$ cat src/hw/rtl/same_pitch_note_off_filter_assert.svh
// Assertion macros for the same-pitch note-off filter.
`ifndef SAME_PITCH_NOTE_OFF_FILTER_ASSERT_SVH
`define SAME_PITCH_NOTE_OFF_FILTER_ASSERT_SVH

// Same-cycle implication, disabled during reset.
`define SPNF_ASSERT_IMP(label, clk, rst_n, ante, cons, msg) \
	label: assert property (@(posedge clk) disable iff (!rst_n) (ante) |-> (cons)) \
		else $error(msg);

// Next-cycle implication, disabled during reset.
`define SPNF_ASSERT_NXT(label, clk, rst_n, ante, cons, msg) \
	label: assert property (@(posedge clk) disable iff (!rst_n) (ante) |=> (cons)) \
		else $error(msg);

`endif

$ cat src/hw/rtl/spnf_pkg.sv
// Package: types, widths and defaults of the same-pitch note-off filter.
package spnf_pkg;

	localparam int OP_W        = 3;
	localparam int PITCH_W     = 7;
	localparam int HELD_W      = 8;
	localparam int NUM_PITCHES_DEF = 128;
	localparam int COUNT_BITS_DEF  = 8;

	typedef enum logic [OP_W-1:0] {
		OP_NOTE_ON    = 3'd0,
		OP_NOTE_OFF   = 3'd1,
		OP_ALL_OFF    = 3'd2,
		OP_OTHER      = 3'd3,
		OP_IDLE_CLEAR = 3'd4
	} op_t;

	typedef struct packed {
		logic rd_en;
		logic wr_en;
		logic clr;
	} store_ctl_t;

	typedef struct packed {
		logic wr_en;
		logic clr;
		logic deliver;
		logic has_result;
	} upd_t;

endpackage

$ cat src/hw/rtl/spnf_if.sv
// Channel interfaces: input event and result.
interface spnf_ev_if
	import spnf_pkg::*;
();
	logic               valid;
	logic               ready;
	logic [OP_W-1:0]    operation;
	logic [PITCH_W-1:0] pitch;

	modport source (output valid, output operation, output pitch, input ready);
	modport sink   (input valid, input operation, input pitch, output ready);
endinterface

interface spnf_res_if
	import spnf_pkg::*;
();
	logic              valid;
	logic              ready;
	logic              deliver;
	logic [HELD_W-1:0] held_count;

	modport source (output valid, output deliver, output held_count, input ready);
	modport sink   (input valid, input deliver, input held_count, output ready);
endinterface

$ cat src/hw/rtl/spnf_store.sv
// Hold counter store: memory, per-entry valid bits, registered read with write forwarding.
module spnf_store
	import spnf_pkg::*;
#(
	parameter int NUM_PITCHES = NUM_PITCHES_DEF,
	parameter int COUNT_BITS  = COUNT_BITS_DEF,
	localparam int IDX_W = (NUM_PITCHES > 1) ? $clog2(NUM_PITCHES) : 1
) (
	input  logic                  clk,
	input  logic                  arst_n,
	input  store_ctl_t            ctl,
	input  logic [IDX_W-1:0]      rd_idx,
	input  logic [IDX_W-1:0]      wr_idx,
	input  logic [COUNT_BITS-1:0] wr_cnt,
	output logic [COUNT_BITS-1:0] rd_cnt
);

	logic [COUNT_BITS-1:0] mem [NUM_PITCHES];
	logic [NUM_PITCHES-1:0] valid_q;
	logic [COUNT_BITS-1:0] rd_q;
	logic [COUNT_BITS-1:0] byp_cnt_q;
	logic                  zero_q;
	logic                  byp_q;

	always_ff @(posedge clk) begin
		if (ctl.wr_en) begin
			mem[wr_idx] <= wr_cnt;
		end
		if (ctl.rd_en) begin
			rd_q      <= mem[rd_idx];
			byp_cnt_q <= wr_cnt;
		end
	end

	always_ff @(posedge clk or negedge arst_n) begin
		if (!arst_n) begin
			valid_q <= '0;
		end else if (ctl.clr) begin
			valid_q <= '0;
		end else if (ctl.wr_en) begin
			valid_q[wr_idx] <= 1'b1;
		end
	end

	always_ff @(posedge clk or negedge arst_n) begin
		if (!arst_n) begin
			zero_q <= 1'b1;
			byp_q  <= 1'b0;
		end else if (ctl.rd_en) begin
			zero_q <= ctl.clr || !valid_q[rd_idx];
			byp_q  <= ctl.wr_en && (wr_idx == rd_idx);
		end
	end

	// forwarded write wins over stale array data; clear or unwritten reads as zero
	assign rd_cnt = byp_q ? byp_cnt_q : (zero_q ? '0 : rd_q);

endmodule

$ cat src/hw/rtl/spnf_update.sv
// Counter update and pass/strip decision for one event.
module spnf_update
	import spnf_pkg::*;
#(
	parameter int NUM_PITCHES = NUM_PITCHES_DEF,
	parameter int COUNT_BITS  = COUNT_BITS_DEF
) (
	input  logic [OP_W-1:0]       operation,
	input  logic [PITCH_W-1:0]    pitch,
	input  logic [COUNT_BITS-1:0] cnt,
	output upd_t                  upd,
	output logic [COUNT_BITS-1:0] new_cnt,
	output logic [HELD_W-1:0]     held_count
);

	localparam logic [PITCH_W:0] NP = (PITCH_W+1)'(NUM_PITCHES);

	logic in_range;

	assign in_range = ({1'b0, pitch} < NP);

	always_comb begin
		upd        = '0;
		new_cnt    = cnt;
		held_count = '0;
		upd.deliver    = 1'b1;
		upd.has_result = 1'b1;
		case (op_t'(operation))
			OP_NOTE_ON: begin
				if (in_range) begin
					new_cnt    = (cnt == '1) ? cnt : cnt + COUNT_BITS'(1);
					upd.wr_en  = 1'b1;
					held_count = HELD_W'(new_cnt);
				end
			end
			OP_NOTE_OFF: begin
				if (in_range) begin
					new_cnt     = (cnt == '0) ? cnt : cnt - COUNT_BITS'(1);
					upd.wr_en   = 1'b1;
					held_count  = HELD_W'(new_cnt);
					upd.deliver = (new_cnt == '0);
				end
			end
			OP_ALL_OFF: begin
				upd.clr = 1'b1;
			end
			OP_IDLE_CLEAR: begin
				upd.clr        = 1'b1;
				upd.has_result = 1'b0;
			end
			default: begin
			end
		endcase
	end

endmodule

$ cat src/hw/rtl/same_pitch_note_off_filter.sv
// A result is valid once its event has passed the store read register, then the output register.
// Throughput: one event per cycle without stalls; the store is one read and one write port memory.
// Back-to-back events on the same pitch see the previous update through write forwarding.
// Reset: all hold counters read as zero at once through per-pitch valid bits; no clearing pass.
// All-off and idle-clear clear every counter at once.
`include "same_pitch_note_off_filter_assert.svh"

module same_pitch_note_off_filter
	import spnf_pkg::*;
#(
	parameter int NUM_PITCHES = NUM_PITCHES_DEF,
	parameter int COUNT_BITS  = COUNT_BITS_DEF
) (
	input  logic       clk,
	input  logic       arst_n,
	spnf_ev_if.sink    ev,
	spnf_res_if.source res
);

	localparam int IDX_W = (NUM_PITCHES > 1) ? $clog2(NUM_PITCHES) : 1;

	logic                  valid_s1;
	logic [OP_W-1:0]       op_s1;
	logic [PITCH_W-1:0]    pitch_s1;
	logic                  valid_s2;
	logic                  deliver_s2;
	logic [HELD_W-1:0]     held_s2;

	logic                  adv;
	logic                  accept;
	store_ctl_t            ctl;
	upd_t                  upd;
	logic [COUNT_BITS-1:0] cnt;
	logic [COUNT_BITS-1:0] new_cnt;
	logic [HELD_W-1:0]     held_count;

	assign adv      = !valid_s2 || res.ready;
	assign ev.ready = !valid_s1 || adv;
	assign accept   = ev.valid && ev.ready;

	assign ctl.rd_en = accept;
	assign ctl.wr_en = valid_s1 && adv && upd.wr_en;
	assign ctl.clr   = valid_s1 && adv && upd.clr;

	spnf_store #(
		.NUM_PITCHES (NUM_PITCHES),
		.COUNT_BITS  (COUNT_BITS)
	) u_store (
		.clk    (clk),
		.arst_n (arst_n),
		.ctl    (ctl),
		.rd_idx (ev.pitch[IDX_W-1:0]),
		.wr_idx (pitch_s1[IDX_W-1:0]),
		.wr_cnt (new_cnt),
		.rd_cnt (cnt)
	);

	spnf_update #(
		.NUM_PITCHES (NUM_PITCHES),
		.COUNT_BITS  (COUNT_BITS)
	) u_update (
		.operation  (op_s1),
		.pitch      (pitch_s1),
		.cnt        (cnt),
		.upd        (upd),
		.new_cnt    (new_cnt),
		.held_count (held_count)
	);

	always_ff @(posedge clk or negedge arst_n) begin
		if (!arst_n) begin
			valid_s1 <= 1'b0;
			valid_s2 <= 1'b0;
		end else begin
			if (ev.ready) begin
				valid_s1 <= ev.valid;
			end
			if (adv) begin
				valid_s2 <= valid_s1 && upd.has_result;
			end
		end
	end

	always_ff @(posedge clk) begin
		if (accept) begin
			op_s1    <= ev.operation;
			pitch_s1 <= ev.pitch;
		end
		if (adv && valid_s1) begin
			deliver_s2 <= upd.deliver;
			held_s2    <= held_count;
		end
	end

	assign res.valid      = valid_s2;
	assign res.deliver    = deliver_s2;
	assign res.held_count = held_s2;

	`SPNF_ASSERT_IMP(a_strip_nonzero, clk, arst_n, valid_s1 && !upd.deliver, new_cnt != '0, "stripped event with zero count")
	`SPNF_ASSERT_NXT(a_idle_no_result, clk, arst_n, valid_s1 && adv && op_s1 == OP_IDLE_CLEAR, !valid_s2, "idle clear produced a result")
	`SPNF_ASSERT_NXT(a_clear_fwd, clk, arst_n, ctl.clr && accept, cnt == '0, "count survived a clear")
	`SPNF_ASSERT_IMP(a_ready_free, clk, arst_n, !valid_s2, ev.ready, "input stalled with empty output")

endmodule
$ cat src/flat_wrapper.sv
// flat-port wrapper written by rule: the top's interface ports become plain ports
module same_pitch_note_off_filter_flat import spnf_pkg::*;
#(
	parameter int NUM_PITCHES = NUM_PITCHES_DEF,
	parameter int COUNT_BITS  = COUNT_BITS_DEF
)
  (clk, arst_n, ev_valid, ev_operation, ev_pitch, ev_ready, res_valid, res_deliver, res_held_count, res_ready);
  spnf_ev_if ev_i ();
  spnf_res_if res_i ();
  input  logic clk;
  input  logic arst_n;
  input wire logic [$bits(ev_i.valid)-1:0] ev_valid;
  input wire logic [$bits(ev_i.operation)-1:0] ev_operation;
  input wire logic [$bits(ev_i.pitch)-1:0] ev_pitch;
  output wire logic [$bits(ev_i.ready)-1:0] ev_ready;
  output wire logic [$bits(res_i.valid)-1:0] res_valid;
  output wire logic [$bits(res_i.deliver)-1:0] res_deliver;
  output wire logic [$bits(res_i.held_count)-1:0] res_held_count;
  input wire logic [$bits(res_i.ready)-1:0] res_ready;
  assign ev_i.valid = ev_valid;
  assign ev_i.operation = ev_operation;
  assign ev_i.pitch = ev_pitch;
  assign ev_ready = ev_i.ready;
  assign res_valid = res_i.valid;
  assign res_deliver = res_i.deliver;
  assign res_held_count = res_i.held_count;
  assign res_i.ready = res_ready;
  same_pitch_note_off_filter #(.NUM_PITCHES(NUM_PITCHES), .COUNT_BITS(COUNT_BITS)) u_core (.clk(clk), .arst_n(arst_n), .ev(ev_i), .res(res_i));
endmodule
$ cat config.mk
export PLATFORM = sky130hd
export DESIGN_NAME = same_pitch_note_off_filter_flat
export DESIGN_NICKNAME = d
export VERILOG_FILES = /design/src/hw/rtl/spnf_pkg.sv /design/src/hw/rtl/spnf_if.sv /design/src/hw/rtl/spnf_store.sv /design/src/hw/rtl/spnf_update.sv /design/src/hw/rtl/same_pitch_note_off_filter.sv /design/src/flat_wrapper.sv
export VERILOG_INCLUDE_DIRS = /design/src /design/src/hw/rtl
export SDC_FILE = /design/constraint.sdc
export NUM_CORES = 1
export LEC_CHECK = 0
export BUFFER_PORTS_ARGS = -buffer_cell sky130_fd_sc_hd__buf_2
export CORE_MARGIN = 4
export CORE_UTILIZATION = 30
export CTS_CLUSTER_SIZE = 28
export DETAILED_ROUTE_END_ITERATION = 10
export MAX_ROUTING_LAYER = met4
export PLACE_DENSITY_LB_ADDON = 0.3
export SETUP_SLACK_MARGIN = 0.05
export SLEW_MARGIN = 40
export SYNTH_ARGS = -nofsm -noshare
export SYNTH_HDL_FRONTEND = slang
export SYNTH_HIERARCHICAL = 1
export SYNTH_SLANG_ARGS = --single-unit
$ cat constraint.sdc
create_clock -name clk -period 23.9 [get_ports clk]
set_clock_uncertainty 0.15 [all_clocks]
set_input_delay 4.78 -clock clk [delete_from_list [all_inputs] [get_ports clk]]
set_output_delay 4.78 -clock clk [all_outputs]
set_load 0.01 [all_outputs]
==> flow_summary.json <==
{
  "status": "completed",
  "num_rows": 145,
  "worst-slew-pin-transition_ns": 0.892,
  "hold_viol": 0,
  "wirelength_mm": 120,
  "cp-startpoint": "res_ready",
  "overflow": 0,
  "cts_buffers": 120,
  "vias_per_cell": 5.11,
  "die_w_um": 405,
  "ys_top_cells_by_area": "edfxtp_1, mux4_2, dfrtp_1",
  "wl_per_cell_um": 26.2,
  "grt_max_degree": 105,
  "top_usage_layer": "met2",
  "synth_top_area_cell": "edfxtp_1",
  "final_cell_area_um2": 54400,
  "hp-class": "flip-flop to flip-flop",
  "tritoncts": "done",
  "syn_area_per_cell_um2": 20.2,
  "place_ws_ns": 13.79,
  "synthFlopType": "edfxtp_1",
  "setup_tns_ns": 0,
  "setup_viol": 0,
  "hp-start": "u_core/u_store/valid_q[73]",
  "drtAntennaViolNets": 0,
  "drive_above_1_share_pct": 31.1,
  "ys_seq_elements": 1191,
  "max_freq_mhz": 98.9,
  "cp_slowest_cell": "nand3b_4",
  "end_kind": "output pin",
  "met1_usage_pct": 20.2,
  "finalCriticalPeriod_ns": 10.11,
  "gp_congestion": 0.812,
  "reg2reg_from": "u_core/u_store/byp_q",
  "synth_warnings": 6,
  "vias": 23300,
  "die_area_um2": 164000,
  "ir_drop_uv": 64.9,
  "start_util_pct": 30.2,
  "max_cap_violations": 0,
  "cp.required_ns": 18.97,
  "synth-edff-count": 1059,
  "syn-num-nets": 2351,
  "post-cts-setup-buffers": 0,
  "grt_pass1_wl_mm": 174,
  "cts_num_sinks": 1191,
  "grt_pass1_vias": 23900,
  "hold_buffers": 0,
  "clock-root-buffer": "clkbuf_16",
  "powerDensity_nw_per_um2": 84.3,
  "cp_max_fo": 3,
  "use_met3_pct": 2.99,
  "grt_util_met2_pct": 23.5,
  "drv_slew": 0,
  "fin_ws_ns": 13.79,
  "clk_latency_ns": 0.71,
  "placed_cell_area_um2": 50100,
  "drt_iter0_drc": 2466,
  "path_clk_slew_ns": 0.06,
  "fin_nets": 2410,
  "path_cells": "buf_2 > nand3b_4 > buf_2",
  "syn_to_final_growth_pct": 15.2,
  "r2r_setup_slack_ns": 19.10,
  "firstDrtPassIters": 5,
  "io_buffers": 24,
  "synthArstFlopShare_pct": 11.1,
  "synth_cell_types": 73,
  "io_pins": 25,
  "min_period_over_period_pct": 42.3,
  "grt_util_all_layers_pct": 15.0,
  "clockBufferDepth": 3,
  "post-dp-hpwl_mm": 73.1,
  "fp.coreArea_um2": 156000,
  "start_kind": "primary input",
  "ys_seq_area_share_pct": 74.4,
  "power_leakage_nw": 17.5,
  "htree_levels": 3,
  "antenna_found_initial": 8,
  "cp.arrival_ns": 5.18,
  "max_stage_delay_ns": 0.15,
  "critical_path_class": "primary input to output pin",
  "netlist.area_leader.share_pct": 67.4,
  "die_y_um": 405,
  "syn_inst": 2334,
  "cts_resized": 0,
  "rsz0062_at_grt": "false",
  "drc": 0,
  "syn_area_um2": 47200,
  "path_common_cell": "buf_2",
  "maxSlewHeadroom_pct": 40.5
}
## cell type report
| type | count | area (um^2) |
|---|---|---|
| well taps | 2058 | 2570 |
| repair buffers | 69 | 609 |
| multi-input cells | 1000 | 11900 |
| fillers | 14400 | 102000 |
| inverters | 11 | 47.5 |
| clock inverters | 82 | 953 |
| clock buffers | 146 | 3180 |
| flip-flops and latches | 1191 | 35100 |
| diodes | 5 | 12.5 |
## report_power, final
group | switching [W] | internal, W | total, W
Sequential | 0.00000926 | 0.00233 | 0.00234
Clock | 0.000802 | 0.00114 | 0.00195
Combinational | 0.000203 | 0.0000979 | 0.000301
## routing by layer
layer	wire length, um	part of all wire [%]
met3	8750	7.3
met1	50600	42
met5	0	0
met4	2370	2.0
met2	58000	48
## Yosys cell counts, drive strengths merged, types with 5 or more instances
cell,number
nor2b,9
o21a,25
o22ai,8
dfrtp,131
a21oi,11
nand4,7
mux2,8
edfxtp,1059
buf,54
nand2b,8
or2,8
nor2,352
xnor2,7
inv,7
a211oi,7
nand2,25
o221ai,5
nand3,15
clkbuf,78
mux2i,29
nor3,17
mux4,356
a31oi,6
a22o,7
o21ai,17
## sequential cells by signal (all words and copies together), names as in the netlist, 3 cells and up
name                      cells
u_core/u_store/rd_q           8
u_core/res.held_count         8
u_core/u_store/valid_q      128
u_core/u_store/mem         1024
u_core/op_s1                  3
u_core/pitch_s1               7
u_core/u_store/byp_cnt_q      8
## through the flow
| step | util, % | power [W] | hold slack (ns) | instances |
|---|---|---|---|---|
| detailed placement | 32.1 | 0.00269 | 0.328 | 4327 |
| global route | 34.8 | 0.00474 | 0.348 | 4559 |
| global placement | 31.9 | 0.00267 | 0.319 | 4325 |
| finish | 34.8 | 0.00459 | 0.336 | 4562 |
| floorplan | - | 0.00257 | 0.309 | 2334 |
| CTS | 34.7 | 0.00464 | 0.343 | 4555 |
## critical path, delay by kind of cell
family	cells	cell delay [ns]
and+or+nand+nor	1	0.15
buffers and inverters	2	0.25
## path summary, 6_finish.rpt
path,end,cells past startpoint
worst max-delay path,ev_ready,3
worst min-delay path,u_core/u_store/valid_q[73],1
worst max register to register,u_core/u_store/mem[122][6],10
worst min register to register,u_core/u_store/valid_q[73],1
max in group asynchronous,u_core/u_store/valid_q[115],2
min in group asynchronous,u_core/u_store/valid_q[6],1
## logic make-up (layout without fill, tap and decap cells)
kind of cell | count (synthesis) | count (layout) | synth area share [%]
simple gates | 472 | 472 | 4.33
flops | 1191 | 1191 | 74.4
buf+inv | 143 | 308 | 1.33
other cells | 0 | 5 | 0
mux | 393 | 393 | 17.8
xor+xnor | 11 | 11 | 0.204
compound gates | 121 | 121 | 1.89
fa+ha+maj | 3 | 3 | 0.0795
## layout by cell type (no fill, tap or decap), drive strengths merged, types with 15 or more instances in the layout
master and n:
o21a 25, clkbuf 147, nand3 15, nand2 25, mux4 356, dfrtp 131, mux2i 29, buf 68
nor3 17, edfxtp 1059, o21ai 17, clkinv 53, bufinv 18, nor2 352
Note: power is estimated with default switching activity, not from simulation.
